`config.mk`:
```
export PLATFORM = sky130hd
export DESIGN_NAME = cpu8_alu_with_flags_flat
export DESIGN_NICKNAME = d
export VERILOG_FILES = /design/src/design/c8alu_pkg.sv /design/src/design/c8alu_if.sv /design/src/design/c8alu_core.sv /design/src/design/cpu8_alu_with_flags.sv /design/src/flat_wrapper.sv
export VERILOG_INCLUDE_DIRS = /design/src /design/src/design
export SDC_FILE = /design/constraint.sdc
export NUM_CORES = 1
export LEC_CHECK = 0
export BUFFER_PORTS_ARGS = -buffer_cell sky130_fd_sc_hd__buf_2
export CAP_MARGIN = 20
export CORE_UTILIZATION = 65
export DETAILED_ROUTE_END_ITERATION = 16
export PLACE_DENSITY = 0.88
export REMOVE_ABC_BUFFERS = 1
export SETUP_SLACK_MARGIN = 0.3
export SKIP_LAST_GASP = 1
export SYNTH_ARGS = -nofsm -noshare
export SYNTH_HDL_FRONTEND = slang
export SYNTH_SLANG_ARGS = --single-unit
```
`constraint.sdc`:
```
create_clock -name clock -period 6.7 [get_ports clock]
set_clock_uncertainty 0.05 [all_clocks]
set_input_delay 1.34 -clock clock [delete_from_list [all_inputs] [get_ports clock]]
set_output_delay 1.34 -clock clock [all_outputs]
set_load 0.05 [all_outputs]
```
`src/design/cpu8_alu_with_flags_defines.svh`:
```
// Assertion macros for the cpu8_alu_with_flags block.
`ifndef CPU8_ALU_WITH_FLAGS_DEFINES_SVH
`define CPU8_ALU_WITH_FLAGS_DEFINES_SVH

`ifndef SYNTH
// Check a property on every clock edge outside reset.
`define C8_ASSERT(lbl, prop) \
   lbl: assert property (@(posedge clock) disable iff (reset) prop) \
      else $error("c8alu assertion failed");
// Check a property on every clock edge, reset included.
`define C8_ASSERT_ALWAYS(lbl, prop) \
   lbl: assert property (@(posedge clock) prop) \
      else $error("c8alu assertion failed");
`else
`define C8_ASSERT(lbl, prop)
`define C8_ASSERT_ALWAYS(lbl, prop)
`endif

`endif

```
`src/design/c8alu_pkg.sv`:
```
// Package with operation codes, flag positions and item types of the 8-bit ALU.
`timescale 1ns / 1ps
package c8alu_pkg;

   localparam int ActionWidth = 5;
   localparam int ByteWidth   = 8;
   localparam int WordWidth   = 16;
   localparam int BitIdxWidth = 3;
   localparam int FlagWidth   = 4;

   // flag bit positions
   localparam int FlagZ = 3;
   localparam int FlagN = 2;
   localparam int FlagH = 1;
   localparam int FlagC = 0;

   localparam logic [ByteWidth-1:0] DaaHighAdj = 8'h60;
   localparam logic [ByteWidth-1:0] DaaLowAdj  = 8'h06;
   localparam logic [ByteWidth-1:0] DaaLimit   = 8'h99;

   typedef enum logic [ActionWidth-1:0] {
      OP_ADD   = 5'd0,
      OP_ADC   = 5'd1,
      OP_SUB   = 5'd2,
      OP_SBC   = 5'd3,
      OP_AND   = 5'd4,
      OP_OR    = 5'd5,
      OP_XOR   = 5'd6,
      OP_CP    = 5'd7,
      OP_INC   = 5'd8,
      OP_DEC   = 5'd9,
      OP_DAA   = 5'd10,
      OP_CPL   = 5'd11,
      OP_SCF   = 5'd12,
      OP_CCF   = 5'd13,
      OP_RLC   = 5'd14,
      OP_RL    = 5'd15,
      OP_RRC   = 5'd16,
      OP_RR    = 5'd17,
      OP_SLA   = 5'd18,
      OP_SRA   = 5'd19,
      OP_SRL   = 5'd20,
      OP_SWAP  = 5'd21,
      OP_BIT   = 5'd22,
      OP_RES   = 5'd23,
      OP_SET   = 5'd24,
      OP_ADD16 = 5'd25,
      OP_ADDSP = 5'd26,
      OP_INC16 = 5'd27,
      OP_DEC16 = 5'd28
   } action_type;

   typedef struct packed {
      logic [ActionWidth-1:0] action;
      logic [ByteWidth-1:0]   byte_left;
      logic [ByteWidth-1:0]   byte_right;
      logic [WordWidth-1:0]   word_left;
      logic [WordWidth-1:0]   word_right;
      logic [BitIdxWidth-1:0] bit_index;
      logic [FlagWidth-1:0]   flags_in;
   } req_type;

   typedef struct packed {
      logic [ByteWidth-1:0] byte_result;
      logic [WordWidth-1:0] word_result;
      logic [FlagWidth-1:0] flags_out;
      logic                 write_back;
   } rsp_type;

endpackage

```
`src/design/c8alu_if.sv`:
```
// Valid/ready channel interfaces for ALU requests and results.
`timescale 1ns / 1ps
interface c8alu_req_if
   import c8alu_pkg::*;
();
   logic                   valid;
   logic                   ready;
   logic [ActionWidth-1:0] action;
   logic [ByteWidth-1:0]   byte_left;
   logic [ByteWidth-1:0]   byte_right;
   logic [WordWidth-1:0]   word_left;
   logic [WordWidth-1:0]   word_right;
   logic [BitIdxWidth-1:0] bit_index;
   logic [FlagWidth-1:0]   flags_in;

   modport source (
      output valid, action, byte_left, byte_right, word_left, word_right,
             bit_index, flags_in,
      input  ready
   );
   modport sink (
      input  valid, action, byte_left, byte_right, word_left, word_right,
             bit_index, flags_in,
      output ready
   );
endinterface

interface c8alu_rsp_if
   import c8alu_pkg::*;
();
   logic                 valid;
   logic                 ready;
   logic [ByteWidth-1:0] byte_result;
   logic [WordWidth-1:0] word_result;
   logic [FlagWidth-1:0] flags_out;
   logic                 write_back;

   modport source (
      output valid, byte_result, word_result, flags_out, write_back,
      input  ready
   );
   modport sink (
      input  valid, byte_result, word_result, flags_out, write_back,
      output ready
   );
endinterface

```
`src/design/c8alu_core.sv`:
```
// Combinational ALU datapath: result bytes, words and flags for one item.
`timescale 1ns / 1ps
module c8alu_core
   import c8alu_pkg::*;
(
   input  req_type req,
   output rsp_type rsp
);

   logic [ByteWidth-1:0] a;
   logic [ByteWidth-1:0] b;
   logic [FlagWidth-1:0] fi;
   logic                 cin;
   logic                 carry_use;
   logic [8:0]           sum9;
   logic [4:0]           sum_nib;
   logic [8:0]           dif9;
   logic [4:0]           dif_nib;
   logic [ByteWidth-1:0] inc8;
   logic [ByteWidth-1:0] dec8;
   logic                 daa_hi;
   logic                 daa_lo;
   logic [ByteWidth-1:0] daa_mid;
   logic [ByteWidth-1:0] daa_add;
   logic [ByteWidth-1:0] daa_sub;
   logic [ByteWidth-1:0] bit_mask;
   logic [16:0]          add16_sum;
   logic [12:0]          add16_low;
   logic [WordWidth-1:0] sp_sum;
   logic [4:0]           sp_nib;
   logic [8:0]           sp_byte;
   logic [ByteWidth-1:0] r;
   logic [WordWidth-1:0] w;
   logic [FlagWidth-1:0] f;
   logic                 wb;

   assign a   = req.byte_left;
   assign b   = req.byte_right;
   assign fi  = req.flags_in;
   assign cin = fi[FlagC];

   // carry enters only for adc and sbc
   assign carry_use = (action_type'(req.action) == OP_ADC ||
                       action_type'(req.action) == OP_SBC) ? cin : 1'b0;

   assign sum9    = {1'b0, a} + {1'b0, b} + {8'd0, carry_use};
   assign sum_nib = {1'b0, a[3:0]} + {1'b0, b[3:0]} + {4'd0, carry_use};
   assign dif9    = {1'b0, a} - {1'b0, b} - {8'd0, carry_use};
   assign dif_nib = {1'b0, a[3:0]} - {1'b0, b[3:0]} - {4'd0, carry_use};

   assign inc8 = a + 8'd1;
   assign dec8 = a - 8'd1;

   // decimal adjust, add and subtract forms
   assign daa_hi  = cin || (a > DaaLimit);
   assign daa_mid = a + (daa_hi ? DaaHighAdj : 8'd0);
   assign daa_lo  = fi[FlagH] || (a[3:0] > 4'd9);
   assign daa_add = daa_mid + (daa_lo ? DaaLowAdj : 8'd0);
   assign daa_sub = a - (cin ? DaaHighAdj : 8'd0) - (fi[FlagH] ? DaaLowAdj : 8'd0);

   assign bit_mask = 8'd1 << req.bit_index;

   assign add16_sum = {1'b0, req.word_left} + {1'b0, req.word_right};
   assign add16_low = {1'b0, req.word_left[11:0]} + {1'b0, req.word_right[11:0]};

   // signed offset to the stack pointer, flags from the low byte
   assign sp_sum  = req.word_left + {{8{b[7]}}, b};
   assign sp_nib  = {1'b0, req.word_left[3:0]} + {1'b0, b[3:0]};
   assign sp_byte = {1'b0, req.word_left[7:0]} + {1'b0, b};

   always_comb begin
      r  = a;
      w  = '0;
      f  = fi;
      wb = 1'b1;
      case (action_type'(req.action))
         OP_ADD, OP_ADC: begin
            r = sum9[7:0];
            f = {sum9[7:0] == 8'd0, 1'b0, sum_nib[4], sum9[8]};
         end
         OP_SUB, OP_SBC: begin
            r = dif9[7:0];
            f = {dif9[7:0] == 8'd0, 1'b1, dif_nib[4], dif9[8]};
         end
         OP_CP: begin
            wb = 1'b0;
            f  = {dif9[7:0] == 8'd0, 1'b1, dif_nib[4], dif9[8]};
         end
         OP_AND: begin
            r = a & b;
            f = {(a & b) == 8'd0, 1'b0, 1'b1, 1'b0};
         end
         OP_OR: begin
            r = a | b;
            f = {(a | b) == 8'd0, 3'b000};
         end
         OP_XOR: begin
            r = a ^ b;
            f = {(a ^ b) == 8'd0, 3'b000};
         end
         OP_INC: begin
            r = inc8;
            f = {inc8 == 8'd0, 1'b0, a[3:0] == 4'hF, cin};
         end
         OP_DEC: begin
            r = dec8;
            f = {dec8 == 8'd0, 1'b1, a[3:0] == 4'h0, cin};
         end
         OP_DAA: begin
            if (fi[FlagN]) begin
               r = daa_sub;
               f = {daa_sub == 8'd0, 1'b1, 1'b0, cin};
            end else begin
               r = daa_add;
               f = {daa_add == 8'd0, 1'b0, 1'b0, daa_hi};
            end
         end
         OP_CPL: begin
            r = ~a;
            f = {fi[FlagZ], 1'b1, 1'b1, cin};
         end
         OP_SCF: f = {fi[FlagZ], 3'b001};
         OP_CCF: f = {fi[FlagZ], 2'b00, ~cin};
         OP_RLC: begin
            r = {a[6:0], a[7]};
            f = {a == 8'd0, 2'b00, a[7]};
         end
         OP_RL: begin
            r = {a[6:0], cin};
            f = {{a[6:0], cin} == 8'd0, 2'b00, a[7]};
         end
         OP_RRC: begin
            r = {a[0], a[7:1]};
            f = {a == 8'd0, 2'b00, a[0]};
         end
         OP_RR: begin
            r = {cin, a[7:1]};
            f = {{cin, a[7:1]} == 8'd0, 2'b00, a[0]};
         end
         OP_SLA: begin
            r = {a[6:0], 1'b0};
            f = {a[6:0] == 7'd0, 2'b00, a[7]};
         end
         OP_SRA: begin
            r = {a[7], a[7:1]};
            f = {a[7:1] == 7'd0, 2'b00, a[0]};
         end
         OP_SRL: begin
            r = {1'b0, a[7:1]};
            f = {a[7:1] == 7'd0, 2'b00, a[0]};
         end
         OP_SWAP: begin
            r = {a[3:0], a[7:4]};
            f = {a == 8'd0, 3'b000};
         end
         OP_BIT: begin
            wb = 1'b0;
            f  = {(a & bit_mask) == 8'd0, 1'b0, 1'b1, cin};
         end
         OP_RES: r = a & ~bit_mask;
         OP_SET: r = a | bit_mask;
         OP_ADD16: begin
            r = '0;
            w = add16_sum[15:0];
            f = {fi[FlagZ], 1'b0, add16_low[12], add16_sum[16]};
         end
         OP_ADDSP: begin
            r = '0;
            w = sp_sum;
            f = {2'b00, sp_nib[4], sp_byte[8]};
         end
         OP_INC16: begin
            r = '0;
            w = req.word_left + 16'd1;
         end
         OP_DEC16: begin
            r = '0;
            w = req.word_left - 16'd1;
         end
         default: wb = 1'b0;
      endcase
   end

   assign rsp.byte_result = r;
   assign rsp.word_result = w;
   assign rsp.flags_out   = f;
   assign rsp.write_back  = wb;

endmodule

```
`src/design/cpu8_alu_with_flags.sv`:
```
// Top level of the 8-bit ALU with flags: input register, datapath, result register.
`timescale 1ns / 1ps
`include "cpu8_alu_with_flags_defines.svh"
// 8-bit CPU ALU with Z, N, H and C flags. Each request item carries an
// operation code, two bytes, two words, a bit index and the current flags;
// each response item returns the byte and word results, the new flags and a
// write-back enable (low for compare, bit test and undefined codes). Flags an
// operation leaves alone are passed through. Exactly one response per
// request, in order. Timing: a request is captured in the input register,
// evaluated in one pass of the datapath and lands in the result register,
// which drives the response; the block takes one item per cycle unless
// the response side stalls. The two registers form a two-deep pipeline:
// a stalled response side fills both stages before req_ch.ready drops.
// There is no configuration and no state between items.
module cpu8_alu_with_flags
   import c8alu_pkg::*;
(
   input  logic          clock,
   input  logic          reset,
   c8alu_req_if.sink     req_ch,
   c8alu_rsp_if.source   rsp_ch
);

   req_type req_in;
   req_type s1_req_ff;
   logic    s1_valid_ff;
   logic    s1_valid_in;
   rsp_type core_rsp;
   rsp_type rsp_data_ff;
   logic    rsp_valid_ff;
   logic    rsp_valid_in;
   logic    out_ready;
   logic    in_ready;
   logic    req_take;

   // Result register can load when empty or when its item is leaving.
   assign out_ready = !rsp_valid_ff || rsp_ch.ready;
   // Input register can load when empty or when its item moves on.
   assign in_ready  = !s1_valid_ff || out_ready;
   assign req_take  = req_ch.valid && in_ready;

   assign req_ch.ready = in_ready;

   assign req_in = '{
      action:     req_ch.action,
      byte_left:  req_ch.byte_left,
      byte_right: req_ch.byte_right,
      word_left:  req_ch.word_left,
      word_right: req_ch.word_right,
      bit_index:  req_ch.bit_index,
      flags_in:   req_ch.flags_in
   };

   // Advance the stage valids: fill on acceptance, drop when drained.
   always_comb begin
      s1_valid_in  = s1_valid_ff;
      rsp_valid_in = rsp_valid_ff;
      if (in_ready) begin
         s1_valid_in = req_ch.valid;
      end
      if (out_ready) begin
         rsp_valid_in = s1_valid_ff;
      end
   end

   always_ff @(posedge clock) begin
      if (reset) begin
         s1_valid_ff  <= 1'b0;
         rsp_valid_ff <= 1'b0;
      end else begin
         s1_valid_ff  <= s1_valid_in;
         rsp_valid_ff <= rsp_valid_in;
      end
   end

   // Payload registers: hold while the stage behind them is stalled.
   always_ff @(posedge clock) begin
      if (req_take) begin
         s1_req_ff <= req_in;
      end
      if (out_ready && s1_valid_ff) begin
         rsp_data_ff <= core_rsp;
      end
   end

   c8alu_core u_core (
      .req (s1_req_ff),
      .rsp (core_rsp)
   );

   assign rsp_ch.valid       = rsp_valid_ff;
   assign rsp_ch.byte_result = rsp_data_ff.byte_result;
   assign rsp_ch.word_result = rsp_data_ff.word_result;
   assign rsp_ch.flags_out   = rsp_data_ff.flags_out;
   assign rsp_ch.write_back  = rsp_data_ff.write_back;

   // Reset empties both pipeline stages.
   `C8_ASSERT_ALWAYS(a_reset_empties, reset |=> !s1_valid_ff && !rsp_valid_ff)
   // An item in the input register moves to the result register when it may.
   `C8_ASSERT(a_stage_advance, s1_valid_ff && out_ready |=> rsp_valid_ff)
   // Compare never asks for write-back.
   `C8_ASSERT(a_no_wb_cp, s1_valid_ff && s1_req_ff.action == OP_CP |-> !core_rsp.write_back)
   // Bit test never asks for write-back.
   `C8_ASSERT(a_no_wb_bit, s1_valid_ff && s1_req_ff.action == OP_BIT |-> !core_rsp.write_back)
   // An empty input stage always accepts.
   `C8_ASSERT(a_empty_accepts, !s1_valid_ff |-> req_ch.ready)

endmodule
```
`src/flat_wrapper.sv`:
```
// flat-port wrapper written by rule: the top's interface ports become plain ports
module cpu8_alu_with_flags_flat import c8alu_pkg::*;
  (clock, reset, req_ch_valid, req_ch_action, req_ch_byte_left, req_ch_byte_right, req_ch_word_left, req_ch_word_right, req_ch_bit_index, req_ch_flags_in, req_ch_ready, rsp_ch_valid, rsp_ch_byte_result, rsp_ch_word_result, rsp_ch_flags_out, rsp_ch_write_back, rsp_ch_ready);
  c8alu_req_if req_ch_i ();
  c8alu_rsp_if rsp_ch_i ();
  input  logic clock;
  input  logic reset;
  input wire logic [$bits(req_ch_i.valid)-1:0] req_ch_valid;
  input wire logic [$bits(req_ch_i.action)-1:0] req_ch_action;
  input wire logic [$bits(req_ch_i.byte_left)-1:0] req_ch_byte_left;
  input wire logic [$bits(req_ch_i.byte_right)-1:0] req_ch_byte_right;
  input wire logic [$bits(req_ch_i.word_left)-1:0] req_ch_word_left;
  input wire logic [$bits(req_ch_i.word_right)-1:0] req_ch_word_right;
  input wire logic [$bits(req_ch_i.bit_index)-1:0] req_ch_bit_index;
  input wire logic [$bits(req_ch_i.flags_in)-1:0] req_ch_flags_in;
  output wire logic [$bits(req_ch_i.ready)-1:0] req_ch_ready;
  output wire logic [$bits(rsp_ch_i.valid)-1:0] rsp_ch_valid;
  output wire logic [$bits(rsp_ch_i.byte_result)-1:0] rsp_ch_byte_result;
  output wire logic [$bits(rsp_ch_i.word_result)-1:0] rsp_ch_word_result;
  output wire logic [$bits(rsp_ch_i.flags_out)-1:0] rsp_ch_flags_out;
  output wire logic [$bits(rsp_ch_i.write_back)-1:0] rsp_ch_write_back;
  input wire logic [$bits(rsp_ch_i.ready)-1:0] rsp_ch_ready;
  assign req_ch_i.valid = req_ch_valid;
  assign req_ch_i.action = req_ch_action;
  assign req_ch_i.byte_left = req_ch_byte_left;
  assign req_ch_i.byte_right = req_ch_byte_right;
  assign req_ch_i.word_left = req_ch_word_left;
  assign req_ch_i.word_right = req_ch_word_right;
  assign req_ch_i.bit_index = req_ch_bit_index;
  assign req_ch_i.flags_in = req_ch_flags_in;
  assign req_ch_ready = req_ch_i.ready;
  assign rsp_ch_valid = rsp_ch_i.valid;
  assign rsp_ch_byte_result = rsp_ch_i.byte_result;
  assign rsp_ch_word_result = rsp_ch_i.word_result;
  assign rsp_ch_flags_out = rsp_ch_i.flags_out;
  assign rsp_ch_write_back = rsp_ch_i.write_back;
  assign rsp_ch_i.ready = rsp_ch_ready;
  cpu8_alu_with_flags u_core (.clock(clock), .reset(reset), .req_ch(req_ch_i), .rsp_ch(rsp_ch_i));
endmodule
```
==> results.md, run 1 <==
* Outcome: complete, no violations
* Post-detailed-route wirelength per cell at 23.0 um
* Proportion of total power due to net switching at 34.1%
* Number of H-tree levels at 3
* Total Die Area at 13000 um2
* RSZ-0062 raised after global routing: false
* Clock tree root buffer cell: clkbuf_16
* CP startpoint kind: register
* Relative contribution of combinational cells to total power at 30.3%
* Part of the power in the clock network at 31.0%
* Fillers at 900
* Antenna violations before repair at 0
* Capturing element type of the critical path: register
* Maximum ir drop on the vdd rail at 0.210 mV
* Gate Count Post-Synth at 881
* Routed via count divided by cell count at 6.80
* Global placement routability congestion at 1.04
* Floorplan row count at 40
* Number of antenna cells inserted at 0
* Post-CTS setup buffer count at 0
* Fraction of layout instances using a drive strength above 1 at 15.9%
* Unique masters post-synth at 83
* Netlist Area Pre-Place at 8170 um2
* Min cycle time layout at 4.38 ns
* Most frequent cells in the layout: buf_2 (94), edfxtp_1 (89), ha_1 (87)
* Critical Path RT at 6.72 ns
* Post-layout worst setup margin at 2.32 ns
* Power density cells at 202 nW/um2
* Worst-path clk slew at 0.07 ns
* Commonest non-fill, non-tap cell in the layout: buf_2
* Total negative slack for setup checks at 0 ns
* Async S/R FF share, synth at 0%
* Final design instance area without fill at 9070 um2
* Final core area utilization at 74.9%
* Global-route congestion overflow total at 0
* Number of design-rule violations left by the first detailed-router iteration at 1198
* Post-cts sizing count at 0
* Top achievable clock speed at 229 MHz
* Worst EP arrival at 4.39 ns
* Post-route DRC at 0
* 1st-pass router iterations at 6
* Slew @ Worst Pin at 1.09 ns
* Internal power contribution at 1.21 mW
* Number of hold violations in the final report at 0
* Final layout net count at 1116
* Via count of the first global-routing pass at 7268
* Inserted Clock Buffers at 9
* Count of nets left with antenna violations after detail routing at 0
* Die Span Y at 114 um
* Half-perimeter wire length of the detailed placement result at 19100 um
* Chip width at 114 um
* Hold-fix buffers at CTS at 0
* Number of standard cells in the final layout excluding fillers at 1131
* Total track usage at 41.3%
* TritonCTS clock tree: built
* Maximum fanout count along the critical path at 30
* Post-Place Worst Slack at 2.50 ns
* Effective utilization at floorplan at 67.5%
* Slew margin rel. at 27.2%
* Max-capacitance violation count at 0
* Synth-to-Final Area Change at 11.0%
* Number of top-level pins at 95
* Buffer depth of the longest clock path at 2
* Period utilization at 65.3%
* Number of cells after detailed placement at 1115
* Pin count of the biggest net entering global routing at 61
* Total chip power at 1.83 mW
* Slew Viols, Final at 0
* Core area at 12100 um2
* Count of flip-flops with a built-in enable after synthesis at 89
* Number of storage elements in the synthesis netlist at 91
* Logic depth of the worst register-to-register path at 13
* Hold/Removal Path Class: reg2reg
* Ys Warns at 0
* Setup CP Type: reg2reg
* Routed via count at 7686
* Post-synth top flop: edfxtp_1
* Wire length of the first global-routing pass at 40200 um
* TritonCTS Sinks at 91
* Count of cells along the worst hold path at 2
* Final setup vio count at 0
* Clk_lat worst skew at 0.35 ns
* Count of input and output buffers at 94
* DP Area at 8750 um2
* LEAKAGE at 3.68 nW
* Total length of routed wires at 26100 um
* Syn avg cell area at 9.28 um2
* Fin Hold WS at 0.490 ns
* Sw power at 0.625 mW
* Share of synthesized area occupied by flip-flops and latches at 33.2%
* Seq pwr share at 38.7%
metal layers:
layer  up-vias  share of wire, %  global-route usage [%]
met3        69                13                    13.2
met2       523                44                    63.1
met1      3614                40                    55.8
met4         0               3.0                    13.2
met5         -                 0                       0
li1       3480                 -                       -
synthesized netlist by cell type, drive strengths merged, types with 7 or more instances:
cell	count	share of area (%)
a211oi	12	1.2
a21o	18	1.7
a21oi	54	3.3
a221oi	9	1.0
a22oi	7	0.64
a31oi	20	1.5
and2	9	0.69
and3	12	0.92
buf	28	2.0
clkbuf	12	0.55
edfxtp	89	33
fa	7	1.7
ha	87	13
inv	44	2.0
nand2	54	2.5
nand2b	10	0.77
nand3	21	1.3
nand4	12	0.92
nor2	82	3.8
nor2b	12	0.92
nor3	27	2.0
nor4	7	0.54
o2111ai	7	0.75
o211ai	12	1.1
o21a	10	0.93
o21ai	48	3.0
o22ai	19	1.5
xnor2	35	3.8
xor2	27	2.9
registers in the layout, indices dropped and copies added, names as in the netlist:
signal,count
u_core.rsp_ch.flags_out,4
u_core.s1_valid_ff,1
u_core.rsp_ch.byte_result,8
u_core.s1_req_ff,60
u_core.rsp_ch.valid,1
u_core.rsp_ch.word_result,16
u_core.rsp_ch.write_back,1
path summary, 6_finish.rpt:
check / endpoint / startpoint / slack [ns]
setup / recovery: u_core.rsp_ch.word_result[14] / u_core.s1_req_ff[59] / 2.32
hold / removal: u_core.s1_valid_ff / u_core.s1_valid_ff / 0.49
setup reg to reg: u_core.rsp_ch.word_result[14] / u_core.s1_req_ff[59] / 2.32
hold reg to reg: u_core.s1_valid_ff / u_core.s1_valid_ff / 0.49
cells by family after synthesis:
logic type | Yosys count | share of synthesized area, %
and+or+nand+nor | 278 | 17.5
AOI/OAI and AO/OA | 264 | 22.1
adders and majority gates | 94 | 15.0
DFF | 91 | 33.2
buffers and inverters | 84 | 4.53
xor gates and xnor gates | 62 | 6.65
muxes | 8 | 1.03
power by group through the flow:
stage	Clock, mW	Sequential, mW	Combinational [mW]
2_1_floorplan	0	0.757	0.339
3_3_place_gp	0	0.719	0.521
3_5_place_dp	0	0.719	0.534
4_1_cts	0.569	0.707	0.540
5_1_grt	0.591	0.712	0.600
6_report	0.569	0.709	0.555
critical path, cell delays in order, from the launching register on:
cell and delay (ns):
edfxtp_1 1.03, nand2b_1 0.24, nor3_1 0.47, or3_1 0.19
ha_1 0.16, inv_1 0.05, fa_1 0.42, a211o_1 0.28
o211ai_1 0.16, a21oi_1 0.19, a31o_2 0.30, a31oi_1 0.21
xor2_1 0.21, o22ai_1 0.11
final cells by class:
type / count / area [um2] / area share (%)
clock buffer: 10 / 229 / 2.52
clock inverter: 6 / 96.3 / 1.06
inverter: 44 / 165 / 1.82
multi-input combinational: 706 / 5100 / 56.2
sequential: 91 / 2710 / 29.9
tap: 168 / 210 / 2.32
timing repair buffer: 106 / 561 / 6.18
Note: power is estimated with default switching activity, not from simulation.
==> inputs of run 2 (changes only) <==
Settings changed: CORE_UTILIZATION 65 to 60, PLACE_DENSITY 0.88 to 0.82.
Clock period 6.7 ns to 4.5 ns, I/O delays scaled along.
==> run 2 against run 1 <==
  * Register-to-register slack got worse by 1.8 ns
  * Combinational power rose by 51%
  * Cell count rose by 1.6%
  * Critical path type unchanged
  * Flip-flop and latch count did not move
  * Largest power group unchanged
  * Hold slack got worse by 0.023 ns
  * Global-route usage fell by 6.2 points
  * Final area rose by 0.51%
  * Critical path depth rose by 1
  * Power rose by 43%
  * Sequential power rose by 47%
  * Non-clock buffer count rose by 9
  * Utilization fell by 6.0 points
==> results.md, run 2 (synthesis results as in run 1) <==
* Outcome: complete, no violations (unchanged)
* LEAKAGE at 3.72 nW (was 3.68 nW)
* Routed via count divided by cell count at 6.68 (was 6.80)
* Hold/Removal Path Class: reg2reg (unchanged)
* Die Span Y at 119 um (was 114 um)
* Reg2reg setup slack at 0.53 ns (was 2.32 ns)
* Effective utilization at floorplan at 61.7% (was 67.5%)
* Number of top-level pins at 95 (unchanged)
* TritonCTS clock tree: built (unchanged)
* Post-layout worst setup margin at 0.533 ns (was 2.32 ns)
* Most frequent cells in the layout: buf_2 (94), edfxtp_1 (89), ha_1 (87) (unchanged)
* Power density cells at 287 nW/um2 (was 202 nW/um2)
* Buffer depth of the longest clock path at 2 (unchanged)
* Fraction of layout instances using a drive strength above 1 at 16.9% (was 15.9%)
* Wire length of the first global-routing pass at 37800 um (was 40200 um)
* Setup CP Type: reg2reg (unchanged)
* Total negative slack for setup checks at 0 ns (unchanged)
* Post-CTS setup buffer count at 0 (unchanged)
* Slew @ Worst Pin at 0.873 ns (was 1.09 ns)
* Final layout net count at 1125 (was 1116)
* Count of input and output buffers at 94 (unchanged)
* Count of cells along the worst hold path at 2 (unchanged)
* Chip width at 119 um (was 114 um)
* Total length of routed wires at 24400 um (was 26100 um)
* Global placement routability congestion at 1.04 (about the same)
* Reg-to-reg endpoint: u_core.rsp_ch.word_result[14] (unchanged)
* Max reg flops at 60 (unchanged)
* TritonCTS Sinks at 91 (unchanged)
* Global-route congestion overflow total at 0 (unchanged)
* Count of nets left with antenna violations after detail routing at 0 (unchanged)
* Period utilization at 88.2% (was 65.3%)
* Final setup vio count at 0 (unchanged)
* Inserted Clock Buffers at 9 (unchanged)
* 1st-pass router iterations at 6 (unchanged)
* Capturing element type of the critical path: register (unchanged)
* Min cycle time layout at 3.97 ns (was 4.38 ns)
* Worst-path clk slew at 0.07 ns (about the same)
* Post-detailed-route wirelength per cell at 21.3 um (was 23.0 um)
* Logic depth of the worst register-to-register path at 14 (was 13)
* Clock tree root buffer cell: clkbuf_16 (unchanged)
* Half-perimeter wire length of the detailed placement result at 18000 um (was 19100 um)
* Pin count of the biggest net entering global routing at 32 (was 61)
* Via count of the first global-routing pass at 7055 (was 7268)
* Worst EP arrival at 3.99 ns (was 4.39 ns)
* Floorplan row count at 42 (was 40)
* Number of H-tree levels at 3 (unchanged)
* Clk_lat worst skew at 0.36 ns (was 0.35 ns)
* Destination of the worst hold path: u_core.rsp_ch.valid (was u_core.s1_valid_ff)
* Number of hold violations in the final report at 0 (unchanged)
* Routed via count at 7681 (was 7686)
* Slew Viols, Final at 0 (unchanged)
* Post-route DRC at 0 (unchanged)
* Antenna violations before repair at 1 (was 0)
* R2R Path Start: u_core.s1_req_ff[58] (was u_core.s1_req_ff[59])
* Fillers at 1092 (was 900)
* RSZ-0062 raised after global routing: false (unchanged)
* Max-capacitance violation count at 0 (unchanged)
* Core area at 13200 um2 (was 12100 um2)
* Post-Place Worst Slack at 0.663 ns (was 2.50 ns)
* Slew margin rel. at 41.3% (was 27.2%)
* Commonest non-fill, non-tap cell in the layout: buf_2 (unchanged)
* Largest register by flop count: u_core.s1_req_ff (unchanged)
* Total track usage at 35.1% (was 41.3%)
* CP startpoint kind: register (unchanged)
* Critical Path RT at 4.52 ns (was 6.72 ns)
* Total Die Area at 14100 um2 (was 13000 um2)
* Number of design-rule violations left by the first detailed-router iteration at 1059 (was 1198)
* Maximum fanout count along the critical path at 14 (was 30)
* Startpoint of the most critical hold path: u_core.s1_valid_ff (unchanged)
* Maximum ir drop on the vdd rail at 0.254 mV (was 0.210 mV)
* Top achievable clock speed at 252 MHz (was 229 MHz)
* Synth-to-Final Area Change at 11.6% (was 11.0%)
[run 2: cell count changes in the layout (fill, tap and decap cells not counted)]
cell,delta
nor3_1,-1
buf_4,+9
clkinvlp_4,-1
diode_2,+1
clkinv_8,+1
inv_6,+2
inv_8,-1
nor3_2,+1
clkbuf_1,-1
bufinv_16,-2
clkinv_2,+2
[run 2: metrics by stage]
| step | total power [mW] | utilization [%] | hold slack, ns | instances | area, um2 |
|---|---|---|---|---|---|
| after floorplan | 1.63 | - | 0.428 | 841 | 7970 |
| after global placement | 1.84 | 66.6 | 0.451 | 1132 | 8820 |
| after detailed placement | 1.86 | 66.6 | 0.463 | 1132 | 8820 |
| after CTS | 2.60 | 68.8 | 0.474 | 1148 | 9110 |
| after global routing | 2.73 | 68.8 | 0.530 | 1148 | 9120 |
| final | 2.62 | 68.9 | 0.467 | 1149 | 9120 |
[run 2: cell type report]
cell class	count	area [um2]	area share (%)
well taps	176	220	2.41
flip-flops and latches	91	2710	29.7
diodes	1	2.50	0.0274
multi-input cells	706	5100	56.0
clock buffers	9	225	2.47
inverters	44	165	1.81
repair buffers	115	628	6.89
clock inverters	7	61.3	0.672
[run 2: what timing repair did]
action	4_1_cts	5_1_grt
hold buffers	0	0
setup endpoints to repair	0	1
resized for setup	0	1
[run 2: worst max-delay path by stage]
stage / start / endpoint / slack, ns / cells after the start
final: u_core.s1_req_ff[58] / u_core.rsp_ch.word_result[14] / 0.53 / 14
after global placement: u_core.s1_req_ff[39] / u_core.rsp_ch.word_result[15] / 0.81 / 14
after CTS: u_core.s1_req_ff[40] / u_core.rsp_ch.word_result[15] / 0.65 / 14
after floorplan: u_core.s1_req_ff[56] / u_core.rsp_ch.word_result[14] / 0.58 / 13
after detailed placement: u_core.s1_req_ff[40] / u_core.rsp_ch.word_result[15] / 0.66 / 14
after global routing: u_core.s1_req_ff[58] / u_core.rsp_ch.word_result[14] / 0.39 / 14
[run 2: where the power goes]
part	internal [mW]	total (mW)	leakage, nW	switching [mW]
Sequential	0.993	1.04	0.870	0.0420
Clock	0.384	0.743	0.143	0.358
Combinational	0.315	0.839	2.70	0.524
[run 2: per-layer routing]
| layer | global-route usage, % | vias up | wire length (um) |
|---|---|---|---|
| li1 | - | 3504 | - |
| met1 | 48.0 | 3604 | 10100 |
| met2 | 52.6 | 481 | 10600 |
| met3 | 9.36 | 92 | 2750 |
| met4 | 14.5 | 0 | 927 |
| met5 | 0 | - | 0 |
[run 2: worst max-delay path, stage by stage, from the launching register on]
cell	delay, ns
edfxtp_1	0.56
buf_4	0.26
nand2b_1	0.15
nor3_1	0.41
or3_1	0.19
ha_1	0.18
inv_1	0.06
fa_1	0.42
a211o_1	0.29
o211ai_1	0.17
a21oi_1	0.20
a31o_2	0.30
a31oi_1	0.19
xor2_1	0.16
o22ai_1	0.10
==> inputs of run 3 (changes only) <==
Settings changed: REMOVE_ABC_BUFFERS 1 to unset.
==> run 3 against run 2 <==
  * Hold slack worse by 0.0017 ns
  * Cell count unchanged
  * Utilization up 0.36 points
  * Clock power up 17%
  * Sequential power about the same
  * Global-route usage up 1.7 points
  * Die area unchanged
  * Non-clock buffer count up 1
  * Power up 5.0%
  * Clock-buffer cell count up 1
  * Largest cell class unchanged
==> results.md, run 3 (synthesis results as in run 1) <==
* Final layout net count at 1126 (was 1125)
* Final design instance area without fill at 9170 um2 (was 9120 um2)
* Post-CTS setup buffer count at 0 (unchanged)
* Fraction of layout instances using a drive strength above 1 at 16.9% (about the same)
* Hold/Removal Path Class: reg2reg (unchanged)
* Destination of the worst hold path: u_core.rsp_ch.valid (unchanged)
* Min cycle time layout at 3.89 ns (was 3.97 ns)
* 1st-pass router iterations at 5 (was 6)
* Reg-to-reg endpoint: u_core.rsp_ch.word_result[15] (was u_core.rsp_ch.word_result[14])
* Number of hold violations in the final report at 0 (unchanged)
* Inserted Clock Buffers at 9 (unchanged)
* Largest register by flop count: u_core.s1_req_ff (unchanged)
* Slew @ Worst Pin at 1.11 ns (was 0.873 ns)
* Count of input and output buffers at 94 (unchanged)
* Number of cells after detailed placement at 1133 (was 1132)
* Critical Path RT at 4.52 ns (about the same)
* Chip width at 119 um (unchanged)
* Post-route DRC at 0 (unchanged)
* Core area at 13200 um2 (unchanged)
* Clk_lat worst skew at 0.36 ns (about the same)
* Number of top-level pins at 95 (unchanged)
* Worst EP arrival at 3.91 ns (was 3.99 ns)
* Number of H-tree levels at 3 (unchanged)
* Setup CP Type: reg2reg (unchanged)
* Top achievable clock speed at 257 MHz (was 252 MHz)
* Buffer depth of the longest clock path at 2 (unchanged)
* Worst-path clk slew at 0.07 ns (about the same)
* Total negative slack for setup checks at 0 ns (unchanged)
* Commonest non-fill, non-tap cell in the layout: buf_2 (unchanged)
* Capturing element type of the critical path: register (unchanged)
* Hold-fix buffers at CTS at 0 (unchanged)
* Synth-to-Final Area Change at 12.2% (was 11.6%)
* Syn_nets at 1039
* Number of design-rule violations left by the first detailed-router iteration at 1152 (was 1059)
* Wire length of the first global-routing pass at 39500 um (was 37800 um)
* Effective utilization at floorplan at 61.7% (unchanged)
* R2R Path Start: u_core.s1_req_ff[40] (was u_core.s1_req_ff[58])
* Total track usage at 36.8% (was 35.1%)
* Half-perimeter wire length of the detailed placement result at 19200 um (was 18000 um)
* Count of cells along the worst hold path at 2 (unchanged)
* Pin count of the biggest net entering global routing at 36 (was 32)
* Count of nets left with antenna violations after detail routing at 0 (unchanged)
* Global placement routability congestion at 1.08 (was 1.04)
* Startpoint of the most critical hold path: u_core.s1_valid_ff (unchanged)
* Total length of routed wires at 25600 um (was 24400 um)
* Clock tree root buffer cell: clkbuf_16 (unchanged)
* TritonCTS Sinks at 91 (unchanged)
* Slew margin rel. at 25.1% (was 41.3%)
* Outcome: complete, no violations (unchanged)
* Via count of the first global-routing pass at 7030 (was 7055)
* Antenna violations before repair at 0 (was 1)
* Logic depth of the worst register-to-register path at 14 (unchanged)
* CP startpoint kind: register (unchanged)
* Max reg flops at 60 (unchanged)
* DP Area at 8830 um2 (was 8820 um2)
* Total Die Area at 14100 um2 (unchanged)
* First element of the critical path: u_core.s1_req_ff[40] (was u_core.s1_req_ff[58])
* Post-detailed-route wirelength per cell at 22.3 um (was 21.3 um)
* LEAKAGE at 3.73 nW (was 3.72 nW)
* Floorplan row count at 42 (unchanged)
* Slew Viols, Final at 0 (unchanged)
* Reg2reg setup slack at 0.61 ns (was 0.53 ns)
* Number of standard cells in the final layout excluding fillers at 1149 (unchanged)
* Post-cts sizing count at 0 (unchanged)
* Maximum ir drop on the vdd rail at 0.276 mV (was 0.254 mV)
* TritonCTS clock tree: built (unchanged)
* Routed via count at 7629 (was 7681)
* Power density cells at 300 nW/um2 (was 287 nW/um2)
* Maximum fanout count along the critical path at 5 (was 14)
* Number of antenna cells inserted at 0 (was 1)
* Final setup vio count at 0 (unchanged)
* Most frequent cells in the layout: buf_2 (94), edfxtp_1 (89), ha_1 (87) (unchanged)
* Die Span Y at 119 um (unchanged)
* RSZ-0062 raised after global routing: false (unchanged)
* Period utilization at 86.4% (was 88.2%)
* Global-route congestion overflow total at 0 (unchanged)
* Max-capacitance violation count at 0 (unchanged)
* Routed via count divided by cell count at 6.64 (was 6.68)
==> run 3: area by class of cell <==
class                   instances  area (um2)
fillers                      1031        4080
repair buffers                116         636
multi-input cells             706        5100
inverters                      44         165
clock buffers                  10         239
flip-flops and latches         91        2710
clock inverters                 6        95.1
well taps                     176         220
==> run 3: routing by layer <==
layer  share of wire [%]  wire [um]  up-vias  global-route usage [%]
met2                  43      10900      506                    52.8
met4                 2.6        660        0                    12.8
met1                  43      11100     3560                    54.0
met5                   0          0        -                       0
li1                    -          -     3510                       -
met3                  12       2950       53                    8.59
==> run 3: how the worst max path moves through the flow <==
stage,cells after the start,to,slack (ns)
after floorplan,15,u_core.rsp_ch.flags_out[3],0.89
after global placement,14,u_core.rsp_ch.word_result[15],0.87
after detailed placement,14,u_core.rsp_ch.word_result[15],0.74
after CTS,14,u_core.rsp_ch.word_result[15],0.71
after global routing,14,u_core.rsp_ch.word_result[15],0.37
final,14,u_core.rsp_ch.word_result[15],0.61
==> run 3: critical path: stages (launching register included) <==
cell and delay (ns):
edfxtp_1 0.47, inv_1 0.19, ha_1 0.24, and3_1 0.23, and3_1 0.21, nor3_1 0.35
nor2_1 0.08, ha_1 0.35, a21oi_1 0.19, o21ai_0 0.16, and3_1 0.23, a2111oi_2 0.42
a21oi_1 0.14, xnor2_1 0.20, o22ai_1 0.09
==> run 3: where the power goes <==
group | switching, mW | total (mW) | internal (mW)
Sequential | 0.0470 | 1.04 | 0.993
Combinational | 0.523 | 0.839 | 0.316
Clock | 0.359 | 0.867 | 0.508
Total | 0.929 | 2.75 | 1.82
==> run 3: stage by stage <==
stage / setup WS (ns) / total power [mW] / utilization [%] / hold slack, ns
detailed placement: 0.742 / 1.87 / 66.7 / 0.454
finish: 0.612 / 2.75 / 69.2 / 0.465
global placement: 0.870 / 1.86 / 66.7 / 0.454
floorplan: 0.887 / 1.65 / - / 0.428
global route: 0.366 / 2.85 / 69.2 / 0.496
CTS: 0.707 / 2.72 / 69.2 / 0.467
